### config.mk
export PLATFORM = sky130hd
export DESIGN_NAME = rlmd_out_fifo
export DESIGN_NICKNAME = d
export VERILOG_FILES = /design/src/rtl/rlmd_pkg.sv /design/src/rtl/rlmd_out_fifo.sv
export SDC_FILE = /design/constraint.sdc
export NUM_CORES = 1
export LEC_CHECK = 0
export BUFFER_PORTS_ARGS = -buffer_cell sky130_fd_sc_hd__buf_2
export CORE_MARGIN = 3
export CORE_UTILIZATION = 59
export CTS_BUF_LIST = sky130_fd_sc_hd__clkbuf_4
export CTS_CLUSTER_SIZE = 10
export DETAILED_ROUTE_END_ITERATION = 12
export PLACE_DENSITY = 0.82
export SYNTH_ARGS = -nofsm -noshare
export SYNTH_HDL_FRONTEND = slang
export SYNTH_SLANG_ARGS = --single-unit
### constraint.sdc
create_clock -name i_clk -period 2.8 [get_ports i_clk]
set_input_delay 0.42 -clock i_clk [delete_from_list [all_inputs] [get_ports i_clk]]
set_output_delay 0.42 -clock i_clk [all_outputs]
set_load 0.01 [all_outputs]
### src/rtl/rlmd_pkg.sv
// Shared constants, register codes and stage control type for the local maximum detector.
package rlmd_pkg;

    localparam int DEF_MAX_COLS    = 2048;
    localparam int DEF_HEIGHT_BITS = 16;

    localparam int MINH_W     = 16;   // min_height register
    localparam int ROWS_W     = 16;   // raster_rows register
    localparam int COLS_REG_W = 12;   // raster_cols register
    localparam int ID_W       = 32;   // point_id / id_base
    localparam int CIDX_W     = 27;   // cell_index
    localparam int ROW_W      = ROWS_W + 1;  // position row runs up to rows + 1

    localparam int CFG_IDX_W  = 2;
    localparam int CFG_DATA_W = 32;

    localparam int OQ_DEPTH   = 4;
    localparam int OQ_PTR_W   = $clog2(OQ_DEPTH);
    localparam int OQ_CNT_W   = $clog2(OQ_DEPTH + 1);
    localparam int OQ_W       = ID_W + CIDX_W;
    localparam int OUT_W      = ((OQ_W + 7) / 8) * 8;

    typedef enum logic [CFG_IDX_W-1:0] {
        REG_MIN_HEIGHT  = 2'd0,
        REG_RASTER_ROWS = 2'd1,
        REG_RASTER_COLS = 2'd2,
        REG_ID_BASE     = 2'd3
    } t_cfg_reg;

    // Control that travels with an item from the address stage to the window stage
    typedef struct packed {
        logic              fire;      // a center pixel is decided by this item
        logic              above_ok;  // row above the center lies inside the raster
        logic              below_ok;
        logic              left_ok;
        logic              right_ok;
        logic              restart;   // last item of the raster
        logic [CIDX_W-1:0] cidx;
    } t_s1_ctrl;

endpackage

### src/rtl/rlmd_out_fifo.sv
// Small output queue that decouples the result stream from the pixel pipeline.
module rlmd_out_fifo (
    input  logic                          i_clk,
    input  logic                          i_rst_n,
    input  logic                          i_push,
    input  logic [rlmd_pkg::ID_W-1:0]     i_point_id,
    input  logic [rlmd_pkg::CIDX_W-1:0]   i_cell_index,
    output logic                          o_tvalid,
    input  logic                          i_tready,
    output logic [rlmd_pkg::OUT_W-1:0]    o_tdata,
    output logic [rlmd_pkg::OQ_CNT_W-1:0] o_count
);
    import rlmd_pkg::*;

    logic [OQ_W-1:0]     r_mem [OQ_DEPTH];
    logic [OQ_PTR_W-1:0] r_wp;
    logic [OQ_PTR_W-1:0] r_rp;
    logic [OQ_CNT_W-1:0] r_cnt;
    logic                pop;

    assign o_tvalid = (r_cnt != '0);
    assign o_tdata  = OUT_W'(r_mem[r_rp]);
    assign o_count  = r_cnt;
    assign pop      = o_tvalid && i_tready;

    always_ff @(posedge i_clk) begin
        if (i_push) begin
            r_mem[r_wp] <= {i_cell_index, i_point_id};
        end
    end

    always_ff @(posedge i_clk) begin
        if (!i_rst_n) begin
            r_wp  <= '0;
            r_rp  <= '0;
            r_cnt <= '0;
        end else begin
            if (i_push) begin
                r_wp <= r_wp + OQ_PTR_W'(1);
            end
            if (pop) begin
                r_rp <= r_rp + OQ_PTR_W'(1);
            end
            case ({i_push, pop})
                2'b10:   r_cnt <= r_cnt + OQ_CNT_W'(1);
                2'b01:   r_cnt <= r_cnt - OQ_CNT_W'(1);
                default: r_cnt <= r_cnt;
            endcase
        end
    end

endmodule

==> flow_summary.json <==
{
  "syn-cell-area_um2": 9027,
  "wirelength_mm": 16.98,
  "area_delta_synth_final_pct": 25.74,
  "coreArea_um2": 14750,
  "die_w_um": 129.7,
  "clockBufferDepth": 3,
  "rsz0062_at_grt": "false",
  "drc": 0,
  "numCtsBuffers": 57,
  "finalSetupViolCount": 0,
  "avgViaCountPerCell": 5.433,
  "cts_root_buffer": "clkbuf_4",
  "rows": 44,
  "initial_core_util": 0.6119,
  "critical_path.slowest_cell": "dfxtp_4",
  "grt_pass1_wl_mm": 26.04,
  "dp_worst_setup_slack_ps": 743.3,
  "max_freq_mhz": 395.1,
  "ioPinCount": 131,
  "grt_max_degree": 33,
  "tns_ps": 0,
  "syn_inst": 361,
  "setup_ws_ps": 268.9,
  "fin_nets": 676,
  "synth_seq_cells": 245,
  "status": "complete, no violations",
  "cts_tree": "done",
  "synth.distinct_cells": 23,
  "synth_area_per_cell_um2": 25.01,
  "first_pass_iters": 5,
  "crit_fanout": 23,
  "io_buffers": 125,
  "wl_per_cell_um": 20.22,
  "hp-class": "in2reg",
  "fp.dieArea_um2": 16820,
  "cts_num_sinks": 245,
  "required_ps": 2380,
  "grt.total_usage": 0.2079,
  "finalNonFillerCells": 840,
  "critical_path.cell_chain": "buf_4 > mux4_2 > buf_2",
  "p_int_mw": 6.760,
  "insertion_delay_ps": 640,
  "pwr-share-comb": 0.193,
  "start_kind": "register",
  "hold_violations": 0,
  "switching_share": 0.2460,
  "skew_ps": 20.65,
  "final_core_util": 0.7693,
  "cp_top_family": "buffers and inverters",
  "ir_worst_vdd_mv": 0.5110,
  "grt_pass1_vias": 4928,
  "htree_levels": 2,
  "power_frac_seq": 0.484,
  "period_needed_ps": 2531,
  "die_height_um": 129.7,
  "numPlacedInstances": 664,
  "cp.arrival_ps": 2110,
  "initialDrtViolationCount": 293,
  "synth-seq-area-share": 0.8050,
  "cpPeakStageDelay_ps": 530,
  "vias": 4564,
  "clockPowerShare": 0.323,
  "maxCapViolCount": 0,
  "p_total_mw": 8.965,
  "clk_pin_slew_ps": 70,
  "crit_type": "reg2out",
  "grt.overflow.total": 0,
  "fin_crit_sh": 0.9040,
  "ys.warnings.count": 0,
  "crit_buf_inv": 2,
  "nFillCells": 798,
  "antenna_found_initial": 1,
  "ant_nets": 0,
  "cp-end-kind": "output port",
  "gp_congestion": 0.7176,
  "dp_hpwl_mm": 9.867,
  "switchingPower_mw": 2.205,
  "p_leak_nw": 4.007,
  "drive_gt1_frac": 0.4550,
  "drv_slew": 0,
  "power.density_nw_per_um2": 789.8
}
flip-flops by register name, indices dropped and copies added (netlist names), named ones only:
register	flops
r_wp	2
r_mem	236
o_count	3
r_rp	2
logic make-up after synthesis:
| family | count (synthesis) | share of synthesized area |
|---|---|---|
| fa+ha+maj | 6 | 0.009148 |
| simple gates | 14 | 0.009425 |
| xor+xnor | 5 | 0.004852 |
| flops | 245 | 0.8050 |
| compound gates | 5 | 0.003882 |
| other cells | 1 | 0.0004154 |
| buf+inv | 25 | 0.01899 |
| mux | 60 | 0.1483 |
synth_stat cells:
cell type,count,area share
and2_1,8,0.0055
or3_1,2,0.0014
conb_1,1,0.00042
o31a_1,1,0.00097
clkbuf_1,4,0.0017
fa_1,1,0.0022
ha_1,5,0.0069
o311ai_0,1,0.00097
mux4_2,59,0.15
xnor2_1,3,0.0029
buf_2,3,0.0017
a21boi_0,1,0.00083
dfxtp_1,9,0.020
xor2_1,2,0.0019
edfxtp_1,236,0.79
o21ai_0,2,0.0011
inv_1,6,0.0025
buf_12,2,0.0044
mux2i_1,1,0.0011
buf_4,9,0.0075
buf_6,1,0.0012
nand2_1,1,0.00042
nor2b_1,3,0.0021
worst paths after layout:
| check | endpoint | slack (ps) | cells past startpoint | startpoint |
|---|---|---|---|---|
| worst max-delay path | o_tdata[38] | 270 | 3 | register |
| worst min-delay path | register | 90 | 2 | i_rst_n |
| worst max register to register | o_count[2] | 780 | 7 | o_count[1] |
| worst min register to register | register | 570 | 2 | r_rp[0] |
power groups by stage:
| stage | Combinational, mW | Clock, mW | Sequential, mW |
|---|---|---|---|
| after floorplan | 1.12 | 0 | 4.37 |
| after global placement | 1.54 | 0 | 4.44 |
| after detailed placement | 1.57 | 0 | 4.46 |
| after CTS | 1.64 | 2.97 | 4.38 |
| after global routing | 1.88 | 3.19 | 4.36 |
| final | 1.73 | 2.89 | 4.34 |
per-stage QoR:
step	instance area [µm²]	hold WS, ps
6_report	11350	88.90
5_1_grt	11350	32.29
4_1_cts	11280	32.92
3_5_place_dp	9907	552.8
3_3_place_gp	9907	518.5
2_1_floorplan	9042	518.9
metal layers:
layer	part of all wire	up-vias	routed length, µm	global-route usage
li1	-	2054	-	-
met1	0.39	2305	6700	0.2704
met2	0.52	171	8817	0.3430
met3	0.067	32	1130	0.05853
met4	0.019	2	323	0.07518
met5	0.00077	-	13	0
what timing repair did:
item	CTS	global route
endpoints found under the setup margin	0	42
hold buffers	59	0
setup buffers	0	9
gates resized for setup	0	1
endpoints found under the hold margin	236	0
placed cells by master, fill, tap and decap left out:
cell type,synthesis,layout
nand2_1,1,1
fa_1,1,1
mux2i_1,1,1
bufinv_16,0,2
xor2_1,2,2
o31a_1,1,1
dfxtp_4,0,2
and2_1,8,4
buf_4,9,12
inv_2,0,1
buf_2,3,125
xnor2_1,3,3
diode_2,0,1
or3_1,2,2
ha_1,5,5
dlygate4sd3_1,0,59
o21ai_0,2,2
mux4_2,59,59
nor2b_1,3,3
o311ai_0,1,1
conb_1,1,5
buf_12,2,6
clkinv_1,0,17
and2_4,0,4
edfxtp_1,236,236
clkbuf_4,0,87
dfxtp_1,9,7
a21boi_0,1,1
inv_1,6,6
final cells by class:
type / count / area [µm²] / share of cell area
flip-flops and latches: 245 / 7274 / 0.6409
multi-input cells: 95 / 1614 / 0.1422
repair buffers: 202 / 1426 / 0.1257
clock buffers: 87 / 653.1 / 0.05754
well taps: 184 / 230.2 / 0.02028
clock inverters: 20 / 127.6 / 0.01124
inverters: 6 / 22.52 / 0.001984
diodes: 1 / 2.502 / 0.0002205
(Power assumes the default switching activity.)
