## config.mk

```make
export PLATFORM = sky130hd
export DESIGN_NAME = rlmd_window
export DESIGN_NICKNAME = d
export VERILOG_FILES = /design/src/rtl/rlmd_pkg.sv /design/src/rtl/rlmd_window.sv
export SDC_FILE = /design/constraint.sdc
export NUM_CORES = 1
export LEC_CHECK = 0
export ABC_CLOCK_PERIOD_IN_PS = 4600
export BUFFER_PORTS_ARGS = -buffer_cell sky130_fd_sc_hd__buf_2
export CORE_UTILIZATION = 61
export DETAILED_ROUTE_END_ITERATION = 10
export GPL_ROUTABILITY_DRIVEN = 0
export GPL_TIMING_DRIVEN = 0
export PLACE_DENSITY = 0.88
export SLEW_MARGIN = 10
export SYNTH_ARGS = -nofsm -noshare
export SYNTH_HDL_FRONTEND = slang
export SYNTH_SLANG_ARGS = --single-unit
```

## constraint.sdc

```tcl
create_clock -name i_clk -period 4.6 [get_ports i_clk]
set_input_delay 0.23 -clock i_clk [delete_from_list [all_inputs] [get_ports i_clk]]
set_output_delay 0.23 -clock i_clk [all_outputs]
set_load 0.05 [all_outputs]
```

## src/rtl/rlmd_pkg.sv

```systemverilog
// Shared constants, register codes and stage control type for the local maximum detector.
package rlmd_pkg;

    localparam int DEF_MAX_COLS    = 2048;
    localparam int DEF_HEIGHT_BITS = 16;

    localparam int MINH_W     = 16;   // min_height register
    localparam int ROWS_W     = 16;   // raster_rows register
    localparam int COLS_REG_W = 12;   // raster_cols register
    localparam int ID_W       = 32;   // point_id / id_base
    localparam int CIDX_W     = 27;   // cell_index
    localparam int ROW_W      = ROWS_W + 1;  // position row runs up to rows + 1

    localparam int CFG_IDX_W  = 2;
    localparam int CFG_DATA_W = 32;

    localparam int OQ_DEPTH   = 4;
    localparam int OQ_PTR_W   = $clog2(OQ_DEPTH);
    localparam int OQ_CNT_W   = $clog2(OQ_DEPTH + 1);
    localparam int OQ_W       = ID_W + CIDX_W;
    localparam int OUT_W      = ((OQ_W + 7) / 8) * 8;

    typedef enum logic [CFG_IDX_W-1:0] {
        REG_MIN_HEIGHT  = 2'd0,
        REG_RASTER_ROWS = 2'd1,
        REG_RASTER_COLS = 2'd2,
        REG_ID_BASE     = 2'd3
    } t_cfg_reg;

    // Control that travels with an item from the address stage to the window stage
    typedef struct packed {
        logic              fire;      // a center pixel is decided by this item
        logic              above_ok;  // row above the center lies inside the raster
        logic              below_ok;
        logic              left_ok;
        logic              right_ok;
        logic              restart;   // last item of the raster
        logic [CIDX_W-1:0] cidx;
    } t_s1_ctrl;

endpackage

```

## src/rtl/rlmd_window.sv

```systemverilog
// Window columns, neighbor comparisons and point identifier counter.
module rlmd_window #(
    parameter int HEIGHT_BITS = 16
) (
    input  logic                            i_clk,
    input  logic                            i_rst_n,
    input  logic                            i_cfg_restart,
    input  logic [rlmd_pkg::ID_W-1:0]       i_id_base,
    input  logic [rlmd_pkg::MINH_W-1:0]     i_min_height,
    input  logic                            i_s1_valid,
    input  rlmd_pkg::t_s1_ctrl              i_s1_ctrl,
    input  logic [HEIGHT_BITS:0]            i_pix,
    input  logic [HEIGHT_BITS:0]            i_up,
    input  logic [HEIGHT_BITS:0]            i_mid,
    output logic                            o_push,
    output logic [rlmd_pkg::ID_W-1:0]       o_point_id,
    output logic [rlmd_pkg::CIDX_W-1:0]     o_cell_index
);
    import rlmd_pkg::*;

    localparam int PIX_W = HEIGHT_BITS + 1;
    localparam int CW    = (HEIGHT_BITS > MINH_W) ? HEIGHT_BITS : MINH_W;

    // rows 0 = upper line, 1 = middle (center row), 2 = newest line
    logic [PIX_W-1:0] r_wl [3];
    logic [PIX_W-1:0] r_wc [3];
    logic [ID_W-1:0]  r_next_id;

    logic [PIX_W-1:0]     ctr;
    logic signed [CW-1:0] ctr_x;
    logic signed [CW-1:0] min_x;
    logic                 blocked;
    logic                 fire;

    function automatic logic nb_gt(input logic [PIX_W-1:0] n, input logic [PIX_W-1:0] c);
        return n[PIX_W-1] && ($signed(n[PIX_W-2:0]) > $signed(c[PIX_W-2:0]));
    endfunction

    function automatic logic nb_ge(input logic [PIX_W-1:0] n, input logic [PIX_W-1:0] c);
        return n[PIX_W-1] && ($signed(n[PIX_W-2:0]) >= $signed(c[PIX_W-2:0]));
    endfunction

    assign ctr   = r_wc[1];
    assign ctr_x = CW'($signed(ctr[PIX_W-2:0]));
    assign min_x = CW'($signed(i_min_height));

    always_comb begin
        blocked =
            (i_s1_ctrl.below_ok && nb_gt(r_wc[2], ctr)) ||
            (i_s1_ctrl.right_ok && nb_gt(i_mid, ctr)) ||
            (i_s1_ctrl.right_ok && i_s1_ctrl.below_ok && nb_gt(i_pix, ctr)) ||
            (i_s1_ctrl.right_ok && i_s1_ctrl.above_ok && nb_gt(i_up, ctr)) ||
            (i_s1_ctrl.above_ok && nb_ge(r_wc[0], ctr)) ||
            (i_s1_ctrl.left_ok && nb_ge(r_wl[1], ctr)) ||
            (i_s1_ctrl.left_ok && i_s1_ctrl.above_ok && nb_ge(r_wl[0], ctr)) ||
            (i_s1_ctrl.left_ok && i_s1_ctrl.below_ok && nb_ge(r_wl[2], ctr));
        fire = i_s1_valid && i_s1_ctrl.fire && ctr[PIX_W-1] && (ctr_x >= min_x) && !blocked;
    end

    assign o_push       = fire;
    assign o_point_id   = r_next_id;
    assign o_cell_index = i_s1_ctrl.cidx;

    always_ff @(posedge i_clk) begin
        if (!i_rst_n) begin
            for (int i = 0; i < 3; i++) begin
                r_wl[i] <= '0;
                r_wc[i] <= '0;
            end
            r_next_id <= '0;
        end else if (i_cfg_restart) begin
            for (int i = 0; i < 3; i++) begin
                r_wl[i] <= '0;
                r_wc[i] <= '0;
            end
            r_next_id <= i_id_base;
        end else if (i_s1_valid) begin
            if (i_s1_ctrl.restart) begin
                // end of raster: drop the whole window
                for (int i = 0; i < 3; i++) begin
                    r_wl[i] <= '0;
                    r_wc[i] <= '0;
                end
                r_next_id <= i_id_base;
            end else begin
                for (int i = 0; i < 3; i++) begin
                    r_wl[i] <= r_wc[i];
                end
                r_wc[0] <= i_up;
                r_wc[1] <= i_mid;
                r_wc[2] <= i_pix;
                if (fire) begin
                    r_next_id <= r_next_id + ID_W'(1);
                end
            end
        end
    end

endmodule

```

==> results of run 1 <==
-- final cells by class --
cell class | count | area [um2]
Buffer | 59 | 355.3
Fill cell | 1058 | 3978
Tap cell | 188 | 235.2
Timing Repair Buffer | 169 | 868.3
Clock buffer | 23 | 457.9
Multi-Input combinational cell | 743 | 5296
Clock inverter | 9 | 127.6
Sequential cell | 134 | 3704
Inverter | 48 | 180.2
-- worst min-delay path: cells and delay by family --
| family | cells | cell delay, ns |
|---|---|---|
| buf+inv | 1 | 0.10 |
| compound gates | 1 | 0.07 |
| simple gates | 1 | 0.05 |
-- cell families (layout without fill, tap and decap cells) --
kind of cell / Yosys count / after routing / synth area share [%]
adder cells (fa/ha/maj): 145 / 145 / 19.04
XOR/XNOR: 1 / 1 / 0.09192
multiplexers: 4 / 4 / 0.4201
AND/OR/NAND/NOR: 360 / 360 / 19.86
flip-flops: 134 / 134 / 38.86
AO/OA/AOI/OAI: 233 / 233 / 16.11
buffers and inverters: 107 / 308 / 5.619
-- sequential cells by signal (all words and copies together) (netlist names) --
signal,flops
r_wl,51
r_wc,51
o_point_id,32
-- synthesized netlist by cell type, drive strengths merged, types with 7 or more instances --
master    n  area, um2
nand3    29      145.1
nand2    84      315.3
and3      9      56.30
and4      8      70.07
buf      33      256.5
a21oi    79      399.1
a31oi    13      81.33
o211ai    8      60.06
a211oi   15      112.6
inv      47      176.4
o31ai    13      111.4
nor4     10      62.56
edfxtp  102       3063
and2    108      675.7
dfxtp    32      640.6
nand4    22      137.6
a311oi    7      61.31
nor3     17      95.09
nor2     54      202.7
a21o     19      142.6
ha      145       1814
clkbuf   26      98.84
a32oi    13      113.9
o21ai    37      185.2
-- per-layer routing --
metal  vias up  global-route usage, %
met4         0                  18.70
met5         -                      0
met2       523                  54.56
met3       106                  6.533
met1      3997                  40.73
li1       4031                      -
-- how the worst min path moves through the flow --
| stage | from | slack [ns] | endpoint | cells past startpoint |
|---|---|---|---|---|
| global route | i_id_base[7] | 0.1 | o_point_id[7] | 3 |
| finish | i_id_base[31] | 0.07 | o_point_id[31] | 3 |
| detailed placement | i_id_base[13] | 0.51 | o_point_id[13] | 3 |
| global placement | i_id_base[31] | 0.50 | o_point_id[31] | 3 |
| CTS | i_id_base[31] | 0.06 | o_point_id[31] | 3 |
| floorplan | i_rst_n | 0.35 | o_point_id[8] | 2 |
-- through the flow --
step,hold slack [ns],setup WS (ns)
finish,0.07094,0.2608
global route,0.09540,0.08035
CTS,0.06470,0.3244
detailed placement,0.5052,0.8060
global placement,0.5034,0.4330
floorplan,0.3505,1.426
-- power by group through the flow --
stage               logic (mW)  registers (mW)  clock network (mW)
floorplan                0.420            1.50                   0
global placement         0.679            1.44                   0
detailed placement       0.711            1.44                   0
CTS                      0.723            1.42                1.37
global route             0.801            1.43                1.43
finish                   0.732            1.42                1.38
==> summary.md, run 1 <==
| Metric | Value |
|---|---|
| Status | finished, final reports clean |
| Number of synthesized flops with an enable pin | 102 |
| Post-synthesis async set-or-reset flop share | 0% |
| Biggest cell delay along the critical path | 0.50 ns |
| Highest clock frequency the design can meet | 230.5 MHz |
| Area of the core region | 15200 um2 |
| Number of cells traversed by the worst register-to-register path | 12 |
| Total power draw | 3.533 mW |
| Worst min-delay path class | in2reg |
| Port Buffer Count | 168 |
| Diode insertion count for antenna repair | 0 |
| Sw Pwr | 1.040 mW |
| Switch share | 29.43% |
| End point of the critical path | o_push |
| H-tree Lvls | 4 |
| Arrival time of data at the critical path endpoint | 4.11 ns |
| Cell mode on critical path | buf_2 |
| Detailed Route WL | 25990 um |
| First-pass GRT wire length | 40900 um |
| Pin count of the biggest net entering global routing | 69 |
| Final Hold Viols | 0 |
| Placed cell areas | 10640 um2 |
| Final period utilization | 94.33% |
| Top Family by Delay on Critical Path | buffers and inverters |
| Worst setup path start | r_wc[0][18] |
| Remaining global-route overflow | 0 |
| Final setup violation count | 0 |
| Endpoint of the worst-slack reg-to-reg timing path | o_point_id[20] |
| GRT Overall Usage | 33.06% |
| Post-DP HPWL | 19530 um |
| Util after Layout | 73.84% |
| Number of logic stages on the critical path including buffering | 11 |
| Master of the slowest instance on the critical path | or4b_1 |
| Number of max-capacitance violations reported | 0 |
| Row count | 45 |
| Commonest cells after routing, fill and taps aside | buf_2 (169), ha_1 (145), and2_1 (108) |
| Resize count post-CTS | 0 |
| Starting density of the core | 62.69% |
| Average cell area after synthesis | 9.685 um2 |
| DR vias/cell | 6.305 |
| Synthesized netlist net count | 1265 |
| Routed met3 length | 2468 um |
| Clock network power share | 39.0% |
| Final antenna-violating net count | 0 |
| Dpl cells | 1341 |
| Cell area after synthesis | 9530 um2 |
| Met1 Wirelength | 10030 um |
| Violation count after the first detailed-route iteration | 937 |
| Critical path endpoint category | output port |
| Number of synthesized register bits | 134 |
| CTS Root Cell | clkbuf_16 |
| Ports placed on the boundary | 196 |
| Number of iterations in the first detailed-routing pass | 6 |
| Detailed route wirelength on metal2 | 12370 um |
| Minimum setup slack among reg-to-reg paths | 0.84 ns |
| Fin crit period | 4.339 ns |
| Share of cells above drive strength 1 | 20.00% |
| Final setup TNS | 0 ns |
| Die area | 16130 um2 |
| Via total after detailed routing | 8657 |
| Combinational share of power | 20.7% |
| DRC Markers | 0 |
| Clock Path Buffers | 2 |
| Count of buffering cells on the critical path with inverters included | 3 |
| Leak Pwr | 5.161 nW |
| Internal power of the cells | 2.493 mW |
| Launching element type of the critical path | flip-flop |
| Total power per unit cell area | 314.7 nW/um2 |
| TritonCTS Sinks | 134 |
| Unrepaired setup endpoints after global routing | no |
| RR Startpoint | r_wc[0][18] |
| Total CTS buffers | 17 |
| Number of synthesis warnings | 0 |
| Die span in y | 127.0 um |
| Average wire per standard cell | 18.93 um |
| Relative max-transition margin | 56.84% |
| Chain of cells forming the critical path | inv_1 > ha_1 > nor2b_1 > o211ai_1 > a21boi_2 > or4b_1 > o211a_1 > a211o_1 > nor3_1 > buf_2 > buf_2 |
| Number of global-route vias before repair | 8457 |
| Final non-filler cell area | 11220 um2 |
| Layout Area Growth over Synthesis | 17.78% |
| Die W | 127.0 um |
| Clock tree from TritonCTS | yes |
| Synth Instances | 984 |
| Post-CTS Hold Buffers | 0 |
| Clock latency on the worst-skew pair | 0.43 ns |
| Yosys cell types | 60 |
| Non-Filler Instances | 1373 |
| Sequential Power Share | 40.3% |
| Leading cell type in the layout, fill and taps excluded | buf_2 |
| Critical path class | reg2out |
| Highest Signal Layer | met4 |
| Most used flip-flop cell after synthesis | edfxtp_1 |
| Maximum fanout count along the critical path | 10 |
| Initial antenna violation count | 0 |
| Transition time of the tightest slew-check pin | 0.6475 ns |
| Clock transition at the registers of the reported paths | 0.05 ns |
| Req. time, crit path | 4.37 ns |
| Total setup buffers inserted after CTS | 0 |
| Sequential cell area fraction in the yosys report | 38.86% |
| Max Transition Viols Final | 0 |
| Largest vdd supply drop | 284.1 uV |
| Net count, final | 1453 |
| Worst-case clock skew | 0.01438 ns |
Power figures use the tool's default switching activity.
==> run 2: changes to the inputs <==
- CORE_MARGIN: default -> 2
- PLACE_DENSITY: 0.88 -> 0.95
==> run 2 against run 1 <==
Worst hold slack improved by 0.0014 ns. Register-to-register slack got worse by 0.19 ns. Utilization decreased by 0.48 points. Global-route usage decreased by 0.086 points. Via count increased by 4.4%. Die area increased by 3.2%. Fmax decreased by 1.1%.
==> summary.md, run 2 (same netlist as run 1, synthesis figures left out) <==
| Metric | Value |
|---|---|
| Status | finished, final reports clean |
| Average wire per standard cell | 19.67 um |
| TritonCTS Sinks | 134 |
| Fin crit period | 4.386 ns |
| Final non-filler cell area | 11190 um2 |
| Final setup violation count | 0 |
| Arrival time of data at the critical path endpoint | 4.16 ns |
| Clock transition at the registers of the reported paths | 0.06 ns |
| Minimum setup slack among reg-to-reg paths | 0.65 ns |
| First-pass GRT wire length | 42270 um |
| Share of cells above drive strength 1 | 19.93% |
| Register Area | 3704 um2 |
| Violation count after the first detailed-route iteration | 1025 |
| Total CTS buffers | 17 |
| Largest vdd supply drop | 299.9 uV |
| Final antenna-violating net count | 0 |
| Chain of cells forming the critical path | inv_1 > ha_1 > nand4_1 > nor4_1 > a211oi_1 > a21oi_1 > nor3_1 > a211o_1 > nor3_1 > buf_2 > buf_2 |
| Ports placed on the boundary | 196 |
| Number of cells traversed by the worst register-to-register path | 12 |
| Resize count post-CTS | 0 |
| H-tree Lvls | 4 |
| Top Family by Delay on Critical Path | simple AND/OR/NAND/NOR gates |
| Starting density of the core | 62.46% |
| Util after Layout | 73.36% |
| Final period utilization | 95.34% |
| Total power per unit cell area | 305.2 nW/um2 |
| Layout Area Growth over Synthesis | 17.45% |
| Biggest cell delay along the critical path | 0.66 ns |
| Clock Path Buffers | 2 |
| Net count, final | 1453 |
| CTS Root Cell | clkbuf_16 |
| Leak Pwr | 5.126 nW |
| Row count | 45 |
| Port Buffer Count | 168 |
| Cell depth of the worst hold path | 3 |
| Area of the core region | 15260 um2 |
| Clock latency on the worst-skew pair | 0.43 ns |
| Unrepaired setup endpoints after global routing | no |
| Number of iterations in the first detailed-routing pass | 7 |
| Number of max-capacitance violations reported | 0 |
| Worst min-delay path class | in2reg |
| Leading cell type in the layout, fill and taps excluded | buf_2 |
| Clock tree from TritonCTS | yes |
| Non-Filler Instances | 1396 |
| Transition time of the tightest slew-check pin | 0.6954 ns |
| Final Hold Viols | 0 |
| Die area | 16640 um2 |
| Worst setup path start | r_wc[0][32] |
| Hold Slack | 0.07235 ns |
| Master of the slowest instance on the critical path | nor4_1 |
| Via total after detailed routing | 9042 |
| Number of global-route vias before repair | 8615 |
| Critical path endpoint category | output port |
| Count of buffering cells on the critical path with inverters included | 3 |
| Critical path class | reg2out |
| Req. time, crit path | 4.37 ns |
| Number of filler cells placed in the layout | 1033 |
| Placed cell areas | 10670 um2 |
| Max Transition Viols Final | 0 |
| Post-CTS Hold Buffers | 0 |
| Remaining global-route overflow | 0 |
| Initial antenna violation count | 0 |
| Post-DP HPWL | 20020 um |
| Dpl cells | 1364 |
| Die W | 129.0 um |
| End point of the critical path | o_push |
| Detailed Route WL | 27460 um |
| DRC Markers | 0 |
| Launching element type of the critical path | flip-flop |
| Commonest cells after routing, fill and taps aside | buf_2 (169), ha_1 (145), and2_1 (108) |
| Number of logic stages on the critical path including buffering | 11 |
| Maximum fanout count along the critical path | 10 |
| Total setup buffers inserted after CTS | 0 |
| GRT Overall Usage | 32.97% |
| Multi-input gate area in the final layout | 5296 um2 |
| RR Startpoint | r_wc[0][32] |
| DR vias/cell | 6.477 |
| Endpoint of the worst-slack reg-to-reg timing path | o_point_id[12] |
| Worst-case clock skew | 0.01009 ns |
| Die span in y | 129.0 um |
| Critical hold path startpoint | i_id_base[13] |
| Final setup TNS | 0 ns |
| Highest clock frequency the design can meet | 228.0 MHz |
| Relative max-transition margin | 53.21% |
| Pin count of the biggest net entering global routing | 55 |
run 2: changes by cell type in the layout (fill, tap and decap cells not counted), sizes merged:
cell	delta
clkbuf	-3
bufinv	-2
clkinv	+2
clkinvlp	+2
diode	+1
run 2: worst min path at each step:
stage | to | slack [ns]
after global routing | o_point_id[7] | 0.08
final | o_point_id[13] | 0.07
after detailed placement | o_point_id[13] | 0.51
after global placement | o_point_id[7] | 0.50
after CTS | o_point_id[13] | 0.07
after floorplan | o_point_id[8] | 0.35
run 2: area by class of cell:
| type | count | share of cell area (%) |
|---|---|---|
| multi-input cells | 743 | 47.32 |
| flip-flops and latches | 134 | 33.09 |
| repair buffers | 169 | 7.758 |
| clock buffers | 20 | 3.901 |
| plain buffers | 59 | 3.175 |
| well taps | 211 | 2.359 |
| inverters | 48 | 1.610 |
| clock inverters | 11 | 0.7713 |
| diodes | 1 | 0.02236 |
run 2: through the flow:
stage          power, mW  worst slack, ns
6_report           3.417           0.2143
3_5_place_dp       2.161           0.8600
3_3_place_gp       2.120           0.5005
2_1_floorplan      1.925            1.426
4_1_cts            3.384           0.3387
5_1_grt            3.534           0.1792
run 2: per-layer routing:
layer	track usage (%)	up-vias	part of all wire [%]
li1	-	4029	-
met1	40.78	4131	37
met2	54.90	724	47
met3	6.694	158	11
met4	16.94	0	5.3
met5	0	-	0
run 2: where the power goes:
part / internal [mW] / switching [mW] / total (mW) / leakage, nW
sequential: 1.36 / 0.0624 / 1.43 / 1.45
clock: 0.729 / 0.513 / 1.24 / 0.244
combinational: 0.270 / 0.479 / 0.749 / 3.43
run 2: worst reg2reg max path, cell delays in order, from the launching register on:
cell      delay [ns]
edfxtp_1        0.43
inv_1           0.23
ha_1            0.42
nand4_1         0.20
nor4_1          0.67
a211oi_1        0.20
a21oi_1         0.23
nor3_1          0.09
a211oi_1        0.40
nand2_1         0.23
clkbuf_1        0.31
a32oi_1         0.31
a21oi_1         0.10
